**src/rpf_pkg.sv**
```systemverilog
// Package: shared constants, codes and types of the record predicate filter.
package rpf_pkg;

  localparam int PageBytesDefault = 4096;
  localparam int KeyBytesDefault  = 32;
  localparam int PosW             = 13;
  localparam logic [PosW-1:0] PosMax = 13'd8191;

  typedef enum logic [1:0] {
    KIND_INT   = 2'd0,
    KIND_FLOAT = 2'd1,
    KIND_STR   = 2'd2,
    KIND_STR3  = 2'd3
  } attr_kind_t;

  typedef enum logic [2:0] {
    REL_NONE = 3'd0,
    REL_EQ   = 3'd1,
    REL_NE   = 3'd2,
    REL_LT   = 3'd3,
    REL_GT   = 3'd4,
    REL_LE   = 3'd5,
    REL_GE   = 3'd6,
    REL_ANY  = 3'd7
  } relation_t;

  typedef enum logic [1:0] {
    ORD_UNDECIDED = 2'd0,
    ORD_LESS      = 2'd1,
    ORD_GREATER   = 2'd2,
    ORD_UNUSED    = 2'd3
  } str_order_t;

  localparam logic [2:0] CFG_KIND   = 3'd0;
  localparam logic [2:0] CFG_REL    = 3'd1;
  localparam logic [2:0] CFG_OFFSET = 3'd2;
  localparam logic [2:0] CFG_LENGTH = 3'd3;
  localparam logic [2:0] CFG_KEY_A  = 3'd4;
  localparam logic [2:0] CFG_KEY_B  = 3'd5;
  localparam logic [2:0] CFG_KEY_C  = 3'd6;
  localparam logic [2:0] CFG_KEY_D  = 3'd7;

  // Compare result codes
  typedef struct packed {
    logic lt;
    logic gt;
    logic eq;
  } cmp_t;

endpackage

```
**src/rpf_verdict.sv**
```systemverilog
// Verdict logic: numeric/string compare outcome and relation check.
module rpf_verdict
  import rpf_pkg::*;
(
  input  logic [1:0]  attr_kind,
  input  logic [2:0]  relation,
  input  logic [31:0] capture,
  input  logic [31:0] key,
  input  logic [1:0]  order,
  output logic        pass
);

  cmp_t c;
  logic [31:0] ia, ib;
  logic a_nan, b_nan, a_zero, b_zero, sa, sb;
  logic mag_lt, mag_gt;

  always_comb begin
    // integer: bias sign bit then compare unsigned
    ia = capture ^ 32'h8000_0000;
    ib = key ^ 32'h8000_0000;
    a_nan = (capture[30:23] == 8'hFF) && (capture[22:0] != 23'd0);
    b_nan = (key[30:23] == 8'hFF) && (key[22:0] != 23'd0);
    a_zero = (capture[30:0] == 31'd0);
    b_zero = (key[30:0] == 31'd0);
    sa = capture[31];
    sb = key[31];
    mag_lt = capture[30:0] < key[30:0];
    mag_gt = capture[30:0] > key[30:0];
    c = '0;
    case (attr_kind)
      KIND_INT: begin
        c.lt = ia < ib;
        c.gt = ia > ib;
        c.eq = ia == ib;
      end
      KIND_FLOAT: begin
        if (a_nan || b_nan) begin
          c = '0;
        end else if (a_zero && b_zero) begin
          c.eq = 1'b1;
        end else if (sa != sb) begin
          c.lt = sa;
          c.gt = sb;
        end else begin
          c.eq = capture[30:0] == key[30:0];
          c.lt = sa ? mag_gt : mag_lt;
          c.gt = sa ? mag_lt : mag_gt;
        end
      end
      default: begin
        c.lt = order == ORD_LESS;
        c.gt = order == ORD_GREATER;
        c.eq = !(c.lt || c.gt);
      end
    endcase
    // apply relation
    case (relation)
      REL_EQ:  pass = c.eq;
      REL_NE:  pass = !c.eq;
      REL_LT:  pass = c.lt;
      REL_GT:  pass = c.gt;
      REL_LE:  pass = c.lt || c.eq;
      REL_GE:  pass = c.gt || c.eq;
      default: pass = 1'b1;
    endcase
  end

endmodule

```
**src/record_predicate_filter_unit.sv**
```systemverilog
// Top level: record predicate filter with byte stream input and one verdict per record.
//
// Takes one record byte per cycle unless in_stall is high; the byte is registered,
// folded into the running attribute state in the next cycle, and on the record's last
// byte a verdict beat is written to the result queue in that same cycle. Sustained rate
// is one byte per cycle, set by the single registered pass between the input register
// and the result register; a two-entry result queue absorbs a stalled output, and the
// input stalls only once a verdict would have no free entry.
module record_predicate_filter_unit
  import rpf_pkg::*;
#(
  parameter int KEY_BYTES = KeyBytesDefault
) (
  input  logic        clk,
  input  logic        rst,
  input  logic        cfg_we,
  input  logic [2:0]  cfg_index,
  input  logic [63:0] cfg_data,
  input  logic        in_valid,
  output logic        in_stall,
  input  logic [7:0]  rec_byte,
  input  logic        end_of_record,
  output logic        out_valid,
  input  logic        out_stall,
  output logic        match,
  output logic        attr_incomplete
);

  logic [1:0]  attr_kind;
  logic [2:0]  relation;
  logic [11:0] field_offset;
  logic [5:0]  field_length;
  logic [63:0] key_word [4];

  // config registers
  always_ff @(posedge clk) begin
    if (rst) begin
      attr_kind <= KIND_INT;
      relation <= REL_NONE;
      field_offset <= '0;
      field_length <= 6'd4;
      for (int i = 0; i < 4; i++) key_word[i] <= '0;
    end else if (cfg_we) begin
      case (cfg_index)
        CFG_KIND:   attr_kind <= cfg_data[1:0];
        CFG_REL:    relation <= cfg_data[2:0];
        CFG_OFFSET: field_offset <= cfg_data[11:0];
        CFG_LENGTH: field_length <= cfg_data[5:0];
        CFG_KEY_A:  key_word[0] <= cfg_data;
        CFG_KEY_B:  key_word[1] <= cfg_data;
        CFG_KEY_C:  key_word[2] <= cfg_data;
        CFG_KEY_D:  key_word[3] <= cfg_data;
        default: ;
      endcase
    end
  end

  // input register
  logic       in_reg_valid;
  logic [7:0] in_byte;
  logic       in_last;
  logic       in_take;
  assign in_take = in_valid && !in_stall;

  always_ff @(posedge clk) begin
    if (rst) in_reg_valid <= 1'b0;
    else     in_reg_valid <= in_take;
    if (in_take) begin
      in_byte <= rec_byte;
      in_last <= end_of_record;
    end
  end

  // record state
  logic [PosW-1:0] byte_position, byte_position_next;
  logic [31:0]     numeric_capture, numeric_capture_next;
  logic [1:0]      string_order, string_order_next;
  logic            string_stopped, string_stopped_next;

  logic            numeric;
  logic [5:0]      len;
  logic [PosW-1:0] fend;
  logic [PosW-1:0] k;
  logic [7:0]      kb;
  logic            in_attr;
  logic            done_incomplete;
  logic [31:0]     cap_final;
  logic [1:0]      ord_final;
  logic            pass;

  always_comb begin
    numeric = (attr_kind == KIND_INT) || (attr_kind == KIND_FLOAT);
    if (numeric) len = 6'd4;
    else if (field_length > 6'(KEY_BYTES)) len = 6'(KEY_BYTES);
    else len = field_length;
    fend = PosW'(field_offset) + PosW'(len);
    in_attr = (byte_position >= PosW'(field_offset)) && (byte_position < fend);
    k = byte_position - PosW'(field_offset);
    kb = key_word[k[4:3]][{k[2:0], 3'b000} +: 8];
    numeric_capture_next = numeric_capture;
    string_order_next = string_order;
    string_stopped_next = string_stopped;
    if (in_attr) begin
      if (numeric) begin
        numeric_capture_next = numeric_capture | (32'(in_byte) << {k[1:0], 3'b000});
      end else if (string_order == ORD_UNDECIDED && !string_stopped) begin
        if (in_byte < kb) string_order_next = ORD_LESS;
        else if (in_byte > kb) string_order_next = ORD_GREATER;
        else if (in_byte == 8'd0) string_stopped_next = 1'b1;
      end
    end
    byte_position_next = (byte_position < PosMax) ? byte_position + 1'b1 : byte_position;
    done_incomplete = byte_position_next < fend;
    cap_final = numeric_capture_next;
    ord_final = string_order_next;
  end

  rpf_verdict u_verdict (
    .attr_kind (attr_kind),
    .relation  (relation),
    .capture   (cap_final),
    .key       (key_word[0][31:0]),
    .order     (ord_final),
    .pass      (pass)
  );

  // advance state; clear after the last byte
  always_ff @(posedge clk) begin
    if (rst) begin
      byte_position <= '0;
      numeric_capture <= '0;
      string_order <= ORD_UNDECIDED;
      string_stopped <= 1'b0;
    end else if (in_reg_valid) begin
      if (in_last) begin
        byte_position <= '0;
        numeric_capture <= '0;
        string_order <= ORD_UNDECIDED;
        string_stopped <= 1'b0;
      end else begin
        byte_position <= byte_position_next;
        numeric_capture <= numeric_capture_next;
        string_order <= string_order_next;
        string_stopped <= string_stopped_next;
      end
    end
  end

  // result skid: two entries so one in flight always has room
  logic       res_push;
  logic       res_pop;
  logic [1:0] res_count;
  logic [1:0] res_data [2];
  logic       res_rd, res_wr;

  assign res_push = in_reg_valid && in_last;
  assign res_pop = out_valid && !out_stall;
  assign out_valid = res_count != 2'd0;
  assign {match, attr_incomplete} = res_data[res_rd];
  // hold input when the queue could overflow with the beat already in flight
  assign in_stall = (res_count == 2'd2) ||
                    (res_count == 2'd1 && in_reg_valid && in_last && out_stall);

  always_ff @(posedge clk) begin
    if (rst) begin
      res_count <= '0;
      res_rd <= 1'b0;
      res_wr <= 1'b0;
    end else begin
      if (res_push) res_wr <= !res_wr;
      if (res_pop) res_rd <= !res_rd;
      res_count <= res_count + {1'b0, res_push} - {1'b0, res_pop};
    end
    if (res_push) res_data[res_wr] <= {!done_incomplete && pass, done_incomplete};
  end

endmodule
```
**config.mk**
```make
export PLATFORM = sky130hd
export DESIGN_NAME = record_predicate_filter_unit
export DESIGN_NICKNAME = d
export VERILOG_FILES = /design/src/rpf_pkg.sv /design/src/rpf_verdict.sv /design/src/record_predicate_filter_unit.sv
export SDC_FILE = /design/constraint.sdc
export NUM_CORES = 1
export LEC_CHECK = 0
export BUFFER_PORTS_ARGS = -buffer_cell sky130_fd_sc_hd__clkbuf_2
export CORE_ASPECT_RATIO = 1.25
export CORE_MARGIN = 4
export CORE_UTILIZATION = 51
export CTS_CLUSTER_DIAMETER = 60
export DETAILED_ROUTE_END_ITERATION = 16
export GPL_ROUTABILITY_DRIVEN = 0
export PLACE_DENSITY = 0.68
export SLEW_MARGIN = 30
export SYNTH_ARGS = -nofsm -noshare
export SYNTH_HDL_FRONTEND = slang
export SYNTH_SLANG_ARGS = --single-unit
export TNS_END_PERCENT = 100
```
**constraint.sdc**
```tcl
create_clock -name clk -period 7.4 [get_ports clk]
set_input_delay 1.11 -clock clk [delete_from_list [all_inputs] [get_ports clk]]
set_output_delay 1.11 -clock clk [all_outputs]
set_load 0.005 [all_outputs]
```
==> results by group, run 1 <==
Floorplanning
  – Die height: ~220 µm
  – I/O pin cnt: 85
  – Core area: around 35000 µm²
  – Rows: 76
  – Die ar.: roughly 38000 µm²
  – Starting density of the core: between 50 and 60%
  – Die outline width: about 180 µm

Logic synthesis
  – Mean Syn Cell Area: about 12 µm²
  – Cells after synthesis: 1448
  – Async set-reset flop share out of synthesis: 0%
  – Synth Warn #: 0
  – EDFF count, synth: roughly 270
  – Sequential area share after synthesis: 53.7%
  – Synth cell types: 66
  – Cell Area, Synth: 17900 µm²
  – Predominant post-synthesis flop cell: edfxtp_1
  – Yosys reg bits: ~350
  – Mapped Nets: around 1600

Global routing
  – Largest net degree at the start of global routing: 65
  – GR Util All Layers: a little under a quarter
  – First-pass GRT wire length: roughly 70 mm
  – Vias in the first global route: roughly 12000
  – Initial antenna violation count: 0
  – Congestion Overflow GR: 0

Routing
  – Drt drc: 0
  – Via-to-Cell Ratio: between 5 and 6
  – DR WL/cell: 21.7 µm
  – Drt total wl: around 44 mm
  – Detailed Routing Iterations Pass 1: 5
  – DR vias: 11710
  – Detailed Route Iter0 Violations: ~910
  – Final ANT Viol Nets: 0

STA
  – Final WS setup: ~0.53 ns
  – Achievable Freq: ~0.15 GHz
  – Period utilisation layout: ~93%
  – Final min period: 6.87 ns
  – Worst hold slack: between 0.4 and 0.5 ns
  – Fin Clk Skew: between 0.015 and 0.02 ns
  – Final hold vios: 0
  – Rel. slew slack: approximately 38%
  – Final count of pins violating max slew: 0
  – Worst slew pin tran: approximately 0.93 ns
  – Final setup fails: 0

Power
  – Peak supply drop: just under 200 µV
  – Share of power burned in registers: slightly below 50%
  – Switch Pwr: 1.17 mW
  – Comb power frac: a little over an eighth
  – Leak: 7.80 nW
  – Pwr/cell area: between 200 and 250 nW/µm²
  – P_int: 3.57 mW
  – Switching Share: ~25%
  – Clock power share: approximately two fifths

Final layout
  – Ant. Diodes: 0
  – Final cell count without fillers: just over 2000
  – Most frequent cells in the layout: edfxtp_1, and2_1, nor2_1, ha_1, clkbuf_2
  – Most common cell after layout, fill and taps aside: edfxtp_1
  – Area delta synth->final: 13.0%
  – Nets@finish: 1700
  – Share of layout cells above drive strength 1: around 17%
  – Fillers: approximately 2900
  – Finished Cell Area: just over 20000 µm²

CTS
  – CTS sink cnt: 346
  – Clk slew on worst S/H paths: about 0.060 ns
  – CTS root buf: clkbuf_16
  – CTS tree: yes
  – Clock buffer depth: 3
  – Skew-Pair Late Insertion Delay: ~0.54 ns
  – Hold Buf Count CTS: 0
  – H-tree Lvls: 2
  – CTS buffer count: 38

Critical path
  – Critical path class: reg -> reg
  – Critical-path top delay cell: or4_1
  – Startpoint Class: flip-flop
  – Critical Path RT: between 7 and 8 ns
  – CP arrival: 7.23 ns
  – Most used cell, CP: a21o_1
  – CP Max Fanout: 9
  – CP endpoint kind: flip-flop
  – Crit path largest cell delay: about 0.48 ns
  – Reg2reg setup slack: about 0.53 ns

Outcome
  – Status: complete, no violations

Placed design
  – I/O Buffers: 84
  – Dpl ws: between 0.4 and 0.5 ns
  – Area after DPL: around 19000 µm²
  – Dpl cells: just under 2000
  – Hpwl dp: around 29 mm

Hold path
  – Hold crit path type: reg -> reg

Run
  – Max Cap Viol: 0
-- through the flow --
| stage | setup TNS [ns] | util (%) | power, mW |
|---|---|---|---|
| after floorplan | 0 | - | 2.71 |
| after global placement | 0 | 54.7 | 2.93 |
| after detailed placement | 0 | 54.9 | 2.94 |
| after CTS | 0 | 58.4 | 4.78 |
| after global routing | -0.00172 | 58.5 | 4.94 |
| final | 0 | 58.5 | 4.74 |
-- per-layer routing --
layer / track usage [%] / up-vias / routed length [µm]
li1: - / 5486 / -
met1: 29.6 / 5815 / 17400
met2: 41.2 / 346 / 22800
met3: 3.85 / 63 / 2530
met4: 6.06 / 0 / 1110
met5: 0 / - / 0
-- synthesized netlist by cell type (all sizes together) (22+ instances only) --
cell type,number,area share [%]
nand2,53,1.1
nand3,24,0.70
clkbuf,56,1.2
nor3b,23,0.96
a21o,43,1.8
and2,264,9.2
inv,72,1.5
mux4,80,10
nor3,22,0.61
ha,87,6.1
edfxtp,269,45
a21oi,52,1.5
dfxtp,77,8.6
nor2,101,2.1
-- logic make-up after synthesis --
family | count (synthesis) | synth area share [%]
multiplexers | 101 | 11.3
XOR/XNOR | 25 | 1.31
buffers and inverters | 142 | 3.07
adder cells (fa/ha/maj) | 89 | 6.30
AO/OA/AOI/OAI | 181 | 6.80
flip-flops | 346 | 53.7
AND/OR/NAND/NOR | 564 | 17.5
-- area by class of cell --
type,count,area [µm²],area share [%]
clock buffer,46,1080,5.32
clock inverter,21,138,0.680
inverter,72,270,1.34
multi-input combinational,960,7830,38.7
sequential,346,9620,47.5
tap,468,586,2.89
timing repair buffer,112,717,3.54
-- critical path, delay by kind of cell, from the launching register on --
kind	cells	cell delay (ns)
AO/OA/AOI/OAI	15	3.43
AND/OR/NAND/NOR	8	1.66
adder cells (fa/ha/maj)	4	1.13
flip-flops	1	0.31
XOR/XNOR	1	0.16
-- registers in the layout, summed over array words and instances, names as in the netlist, named ones only --
signal,flops
attr_kind,2
res_count,2
byte_position,13
res_rd,1
numeric_capture,32
field_offset,12
in_byte,8
res_data,4
string_order,2
relation,3
string_stopped,1
field_length,6
in_reg_valid,1
key_word,256
res_wr,1
in_last,1
-- worst paths after layout --
path,cells past startpoint,from,end
hold / removal,2,field_offset[10],field_offset[10]
hold reg to reg,2,field_offset[10],field_offset[10]
setup reg to reg,28,attr_kind[1],res_data[1][1]
setup / recovery,28,attr_kind[1],res_data[1][1]
-- power by group through the flow --
stage,Clock [mW],Combinational (mW),Sequential (mW)
2_1_floorplan,0,0.420,2.29
3_3_place_gp,0,0.610,2.32
3_5_place_dp,0,0.623,2.32
4_1_cts,1.88,0.624,2.28
5_1_grt,1.96,0.683,2.29
6_report,1.84,0.622,2.28
-- what timing repair did --
| action | in CTS | in global routing |
|---|---|---|
| setup buffers | 0 | 1 |
| setup endpoints to repair | 0 | 2 |
| resized for setup | 0 | 5 |
No activity file was read; power rests on OpenSTA's default activity.
==> run 2: changes to the inputs <==
--- a/config.mk
+++ b/config.mk
@@ -13,6 +13,7 @@
 export DETAILED_ROUTE_END_ITERATION = 16
 export GPL_ROUTABILITY_DRIVEN = 0
 export PLACE_DENSITY = 0.68
+export RECOVER_POWER = 25
 export SLEW_MARGIN = 30
 export SYNTH_ARGS = -nofsm -noshare
 export SYNTH_HDL_FRONTEND = slang
==> run 2 against run 1 <==
The run now ends with max-capacitance violations, max-slew violations left. Hold slack about the same. Sequential cell count stayed put. Sequential share of layout area grew 0.085 points. Cell count unchanged. Core utilization decreased by 0.10 points. Critical path type unchanged.
==> results by group, run 2 (synthesized netlist as in run 1, its figures left out) <==
Critical path
  – Crit path largest cell delay: 0.48 ns (about the same)
  – Critical-path top delay cell: or4_1
  – Most used cell, CP: a21o_1
  – Startpoint Class: flip-flop
  – CP arrival: 7.24 ns (about the same)
  – CP endpoint kind: flip-flop
  – CP Max Fanout: 9 (unchanged)
  – Critical path class: reg -> reg
  – Critical Path RT: 7.76 ns (about the same)

CTS
  – CTS tree: yes
  – Skew-Pair Late Insertion Delay: 0.53 ns (about the same)
  – CTS buffer count: 38 (unchanged)
  – CTS root buf: clkbuf_16
  – CTS sink cnt: 346 (unchanged)
  – Clock buffer depth: 3 (unchanged)
  – H-tree Lvls: 2 (unchanged)
  – Clk slew on worst S/H paths: 0.06 ns (about the same)

STA
  – Final WS setup: 0.522 ns (-0.0103 ns)
  – Worst slew pin tran: 3.12 ns (+2.18 ns)
  – Rel. slew slack: -108% (-150 points)
  – Setup TNS: 0 ns (unchanged)
  – Final hold vios: 0 (unchanged)
  – Fin Clk Skew: 0.0161 ns (+0.000571 ns)
  – Achievable Freq: 0.145 GHz (-0.15%)
  – Final setup fails: 0 (unchanged)
  – Final count of pins violating max slew: 239 (+239)
  – Period utilisation layout: 92.9% (+0.14 points)
  – Final min period: 6.88 ns (+0.0103 ns)

Final layout
  – Most common cell after layout, fill and taps aside: edfxtp_1
  – Share of layout cells above drive strength 1: 17.0% (-0.45 points)
  – Ant. Diodes: 0 (unchanged)
  – Max reg flops: 256 (unchanged)
  – Top flop regs: key_word x256, numeric_capture x32, byte_position x13
  – Fillers: 2872 (+0.31%)
  – Nets@finish: 1700 (unchanged)
  – Largest reg by FF count: key_word
  – Most frequent cells in the layout: edfxtp_1, and2_1, nor2_1, ha_1, clkbuf_2
  – Final cell count without fillers: 2025 (unchanged)
  – Area delta synth->final: 12.8%

Floorplanning
  – Die height: 217 µm (unchanged)
  – Starting density of the core: 51.7% (unchanged)
  – Rows: 76 (unchanged)
  – I/O pin cnt: 85 (unchanged)
  – Die outline width: 176 µm (unchanged)
  – Die ar.: 38200 µm² (unchanged)
  – Core area: 34600 µm² (unchanged)

Routing
  – Final ANT Viol Nets: 0 (unchanged)
  – Via-to-Cell Ratio: 5.79 (about the same)
  – Detailed Routing Iterations Pass 1: 5 (unchanged)
  – Drt total wl: 43.9 mm (+0.10%)
  – Drt drc: 0 (unchanged)
  – DR WL/cell: 21.7 µm (+0.10%)
  – DR vias: 11715 (+0.043%)
  – Detailed Route Iter0 Violations: 946 (+4.5%)

Global routing
  – First-pass GRT wire length: 68.8 mm (unchanged)
  – Largest net degree at the start of global routing: 65 (unchanged)
  – Congestion Overflow GR: 0 (unchanged)
  – GR Util All Layers: 23.2% (unchanged)
  – Vias in the first global route: 11934 (unchanged)
  – Initial antenna violation count: 0 (unchanged)

Power
  – Peak supply drop: 196 µV (+1.2%)
  – P_int: 3.57 mW (about the same)
  – Pwr/cell area: 235 nW/µm² (+0.19%)
  – Leak: 7.75 nW (-0.70%)
  – Share of power burned in registers: 48.1% (about the same)
  – Clock power share: 38.8% (about the same)
  – Switch Pwr: 1.17 mW (about the same)
  – Comb power frac: 13.1% (about the same)
  – Power Total: 4.74 mW (about the same)
  – Switching Share: 24.7% (about the same)

Run
  – Max Cap Viol: 5 (+5)

Placed design
  – Hpwl dp: 29.3 mm (unchanged)
  – Dpl ws: 0.446 ns (unchanged)
  – Dpl cells: 1957 (unchanged)
  – I/O Buffers: 84 (unchanged)

Outcome
  – Status: finished with violations
  – Failing checks: max-capacitance violations, max-slew violations

Hold path
  – Hold crit path type: reg -> reg
run 2: cell types whose count changed in the layout (fill, tap and decap cells not counted):
cell      previous run  this run
o21bai_2             0         1
and2_1             264       231
clkbuf_1             3         8
buf_4               19        14
nor3_2               4         2
o21bai_4             2         1
nor3_1              18        20
and2_0               0        33
run 2: routing by layer:
| layer | wire length (µm) | GRT usage (%) | up-vias |
|---|---|---|---|
| met2 | 22900 | 41.2 | 333 |
| li1 | - | - | 5485 |
| met1 | 17500 | 29.6 | 5830 |
| met5 | 0 | 0 | - |
| met4 | 1130 | 6.06 | 0 |
| met3 | 2410 | 3.85 | 67 |
run 2: path summary, 6_finish.rpt:
kind	cells after the start	endpoint	startpoint	slack (ns)
worst max register to register	28	res_data[1][1]	attr_kind[1]	0.52
worst min-delay path	2	field_offset[10]	field_offset[10]	0.47
worst min register to register	2	field_offset[10]	field_offset[10]	0.47
worst max-delay path	28	res_data[1][1]	attr_kind[1]	0.52
run 2: what timing repair did:
action | in CTS | in global routing
gates resized for setup | 0 | 5
buffers inserted | 0 | 1
endpoints found under the setup margin | 0 | 2
hold buffers | 0 | 0
run 2: power by group through the flow:
stage | clock, mW | sequential, mW | combinational, mW
2_1_floorplan | 0 | 2.29 | 0.420
3_3_place_gp | 0 | 2.32 | 0.610
3_5_place_dp | 0 | 2.32 | 0.623
4_1_cts | 1.88 | 2.28 | 0.624
5_1_grt | 1.96 | 2.29 | 0.682
6_report | 1.84 | 2.28 | 0.621
run 2: final cells by class:
| class | instances | area, µm² | area share, % |
|---|---|---|---|
| flip-flops and latches | 346 | 9620 | 47.6 |
| multi-input cells | 960 | 7810 | 38.7 |
| clock buffers | 46 | 1080 | 5.33 |
| repair buffers | 112 | 698 | 3.46 |
| well taps | 468 | 586 | 2.90 |
| inverters | 72 | 270 | 1.34 |
| clock inverters | 21 | 138 | 0.681 |
run 2: stage by stage:
stage	util, %	instance area [µm²]	hold slack [ns]
after floorplan	-	17900	0.436
after global placement	54.7	18900	0.443
after detailed placement	54.9	19000	0.459
after CTS	58.4	20200	0.470
after global routing	58.4	20200	0.513
final	58.4	20200	0.468
run 2: critical path: cells and delay by family (launching register included):
family	cells	cell delay, ns
AO/OA/AOI/OAI	15	3.45
XOR/XNOR	1	0.16
adder cells (fa/ha/maj)	4	1.13
flip-flops	1	0.30
AND/OR/NAND/NOR	8	1.66
==> run 3: changes to the inputs <==
--- a/config.mk
+++ b/config.mk
@@ -7,9 +7,9 @@
 export LEC_CHECK = 0
 export BUFFER_PORTS_ARGS = -buffer_cell sky130_fd_sc_hd__clkbuf_2
 export CORE_ASPECT_RATIO = 1.25
-export CORE_MARGIN = 4
 export CORE_UTILIZATION = 51
 export CTS_CLUSTER_DIAMETER = 60
+export CTS_CLUSTER_SIZE = 40
 export DETAILED_ROUTE_END_ITERATION = 16
 export GPL_ROUTABILITY_DRIVEN = 0
 export PLACE_DENSITY = 0.68
==> constraint.sdc (replaced) <==
create_clock -name clk -period 7.4 [get_ports clk]
set_input_delay 1.11 -clock clk [delete_from_list [all_inputs] [get_ports clk]]
set_output_delay 1.11 -clock clk [all_outputs]
set_load 0.05 [all_outputs]
==> run 3 against run 2 <==
The flow still finishes with violations (max-capacitance violations, max-slew violations). Fmax is 1.7% lower. Cell count is 1.1% lower. Clock power is 14% lower. Combinational power is 3% higher. First-iteration DRC count is 15% lower. Sequential cell count stayed put. Largest cell class unchanged. Sequential power hardly changed. Power is 5.3% lower. Via count is 1.5% lower.
==> results by group, run 3 (synthesized netlist as in run 1, its figures left out) <==
STA
  – Setup TNS: 0 ns (unchanged)
  – Rel. slew slack: -101% (+6.3 points)
  – Final count of pins violating max slew: 199 (-17%)
  – Achievable Freq: 0.143 GHz (-1.7%)
  – Final min period: 7.00 ns (+0.121 ns)
  – Final setup fails: 0 (unchanged)
  – Period utilisation layout: 94.6% (+1.6 points)
  – Fin Clk Skew: 0.0200 ns (+0.00393 ns)
  – Worst slew pin tran: 3.02 ns (-0.0943 ns)
  – Final WS setup: 0.401 ns (-0.121 ns)
  – RSZ-0062 raised after global routing: no
  – Final hold vios: 0 (unchanged)

Global routing
  – Congestion Overflow GR: 0 (unchanged)
  – First-pass GRT wire length: 66.6 mm (-3.1%)
  – Largest net degree at the start of global routing: 65 (unchanged)
  – GR Util All Layers: 24.6% (+1.4 points)
  – Vias in the first global route: 11609 (-2.7%)
  – Initial antenna violation count: 1 (+1)

Routing
  – Detailed Routing Iterations Pass 1: 6 (+1)
  – Drt drc: 0 (unchanged)
  – DR vias: 11535 (-1.5%)
  – Via-to-Cell Ratio: 5.76 (-0.46%)
  – DR WL/cell: 21.5 µm (-1.0%)
  – Drt total wl: 43.0 mm (-2.1%)
  – Detailed Route Iter0 Violations: 805 (-15%)
  – Final ANT Viol Nets: 0 (unchanged)

Final layout
  – Most frequent cells in the layout: edfxtp_1, and2_1, nor2_1, ha_1, clkbuf_2
  – Most common cell after layout, fill and taps aside: edfxtp_1
  – Top flop regs: key_word x256, numeric_capture x32, byte_position x13
  – Max reg flops: 256 (unchanged)
  – Largest reg by FF count: key_word
  – Ant. Diodes: 0 (unchanged)
  – Share of layout cells above drive strength 1: 16.5% (-0.47 points)
  – Nets@finish: 1685 (-0.88%)
  – Multi-input logic area: 7830 µm² (+0.14%)
  – Post-Route Utilization: 57.8% (-0.56 points)
  – Storage cell area: 9620 µm² (unchanged)
  – Area delta synth->final: 11.4%
  – Fillers: 2839 (-1.1%)

Critical path
  – Crit path largest cell delay: 0.47 ns (about the same)
  – Critical-path top delay cell: a2111oi_0
  – Critical Path RT: 7.78 ns (+0.02 ns)
  – CP Max Fanout: 13 (+4)
  – CP startpoint: attr_kind[1]
  – CP delay by family, top: compound AO/OA/AOI/OAI gates
  – FF-to-FF End: res_data[0][1]
  – Reg2reg start: attr_kind[1]
  – Startpoint Class: flip-flop
  – Most used cell, CP: a21o_1
  – CP arrival: 7.38 ns (+0.14 ns)
  – Crit path buf inv count: 1 (+1)
  – CP endpoint kind: flip-flop
  – Critical path class: reg -> reg
  – Reg2reg setup slack: 0.40 ns (-0.12 ns)
  – Cell depth of the worst flop-to-flop path: 30 (+7.1%)

Run
  – Max Cap Viol: 5 (unchanged)

CTS
  – Hold Buf Count CTS: 0 (unchanged)
  – H-tree Lvls: 1 (-1)
  – CTS sink cnt: 346 (unchanged)
  – CTS root buf: clkbuf_16
  – Skew-Pair Late Insertion Delay: 0.57 ns (+0.04 ns)
  – Clk slew on worst S/H paths: 0.08 ns (+0.02 ns)
  – CTS tree: yes
  – CTS buffer count: 26 (-32%)
  – Post-CTS setup buffer count: 0 (unchanged)
  – Clock buffer depth: 3 (unchanged)
  – Post-cts sizing count: 0 (unchanged)

Power
  – Peak supply drop: 214 µV (+9.3%)
  – Pwr/cell area: 225 nW/µm² (-4.1%)
  – P_int: 3.29 mW (-8.0%)
  – Share of power burned in registers: 50.7% (+2.6 points)
  – Comb power frac: 14.2% (+1.1 points)
  – Switching Share: 26.8% (+2.1 points)
  – Clock power share: 35.1% (-3.7 points)
  – Leak: 7.61 nW (-1.8%)
  – Switch Pwr: 1.20 mW (+2.9%)

Floorplanning
  – Core area: 34500 µm² (-0.27%)
  – Die height: 211 µm (-2.8%)
  – I/O pin cnt: 85 (unchanged)
  – Die ar.: 35900 µm² (-6.1%)
  – Starting density of the core: 51.9% (+0.14 points)
  – Rows: 76 (unchanged)
  – Die outline width: 170 µm (-3.4%)

Outcome
  – Status: finished with violations
  – Failing checks: max-capacitance violations, max-slew violations

Placed design
  – I/O Buffers: 84 (unchanged)
  – Hpwl dp: 28.6 mm (-2.4%)
  – Dpl ws: 0.349 ns (-0.0972 ns)

Hold path
  – Hold path start: field_offset[10]
  – WHS Endpoint: field_offset[10]
  – Hold Crit Depth: 2 (unchanged)
  – Hold crit path type: reg -> reg
==> run 3: routing by layer <==
metal	GRT usage (%)	vias to the layer above	part of all wire, %
met5	0	-	0.030
met4	6.96	2	2.7
met1	29.6	5696	39
met3	2.67	73	4.6
li1	-	5443	-
met2	46.0	321	54
==> run 3: metrics by stage <==
| step | cell area (µm²) | cells | hold WS, ns | power, mW |
|---|---|---|---|---|
| after floorplan | 17900 | 1448 | 0.436 | 2.73 |
| after global placement | 18900 | 1953 | 0.448 | 2.95 |
| after detailed placement | 19000 | 1955 | 0.460 | 2.97 |
| after CTS | 20000 | 2003 | 0.469 | 4.52 |
| after global routing | 20000 | 2003 | 0.502 | 4.65 |
| final | 20000 | 2003 | 0.468 | 4.49 |
==> run 3: worst max path at each step <==
stage | end | slack [ns] | cells after the start
4_1_cts | res_data[0][1] | 0.32 | 29
2_1_floorplan | res_data[0][1] | 0.55 | 32
3_3_place_gp | res_data[0][1] | 0.48 | 29
5_1_grt | res_data[0][1] | 0.04 | 30
3_5_place_dp | res_data[0][1] | 0.35 | 29
6_report | res_data[0][1] | 0.40 | 30
==> run 3: cell type report <==
| class | instances | area share, % |
|---|---|---|
| inverters | 72 | 1.35 |
| flip-flops and latches | 346 | 48.2 |
| well taps | 468 | 2.93 |
| clock buffers | 30 | 3.66 |
| repair buffers | 109 | 3.44 |
| clock inverters | 18 | 1.19 |
| multi-input cells | 960 | 39.2 |
==> run 3: worst min-delay path, cell delays in order, from the launching register on <==
cell and delay [ns]:
dfxtp_1 0.32, nand2_1 0.05, a21oi_1 0.05
==> run 3: power groups by stage <==
stage | registers (mW) | logic, mW | clock network (mW)
2_1_floorplan | 2.29 | 0.442 | 0
3_3_place_gp | 2.32 | 0.630 | 0
3_5_place_dp | 2.32 | 0.643 | 0
4_1_cts | 2.28 | 0.646 | 1.60
5_1_grt | 2.29 | 0.695 | 1.66
6_report | 2.28 | 0.639 | 1.58
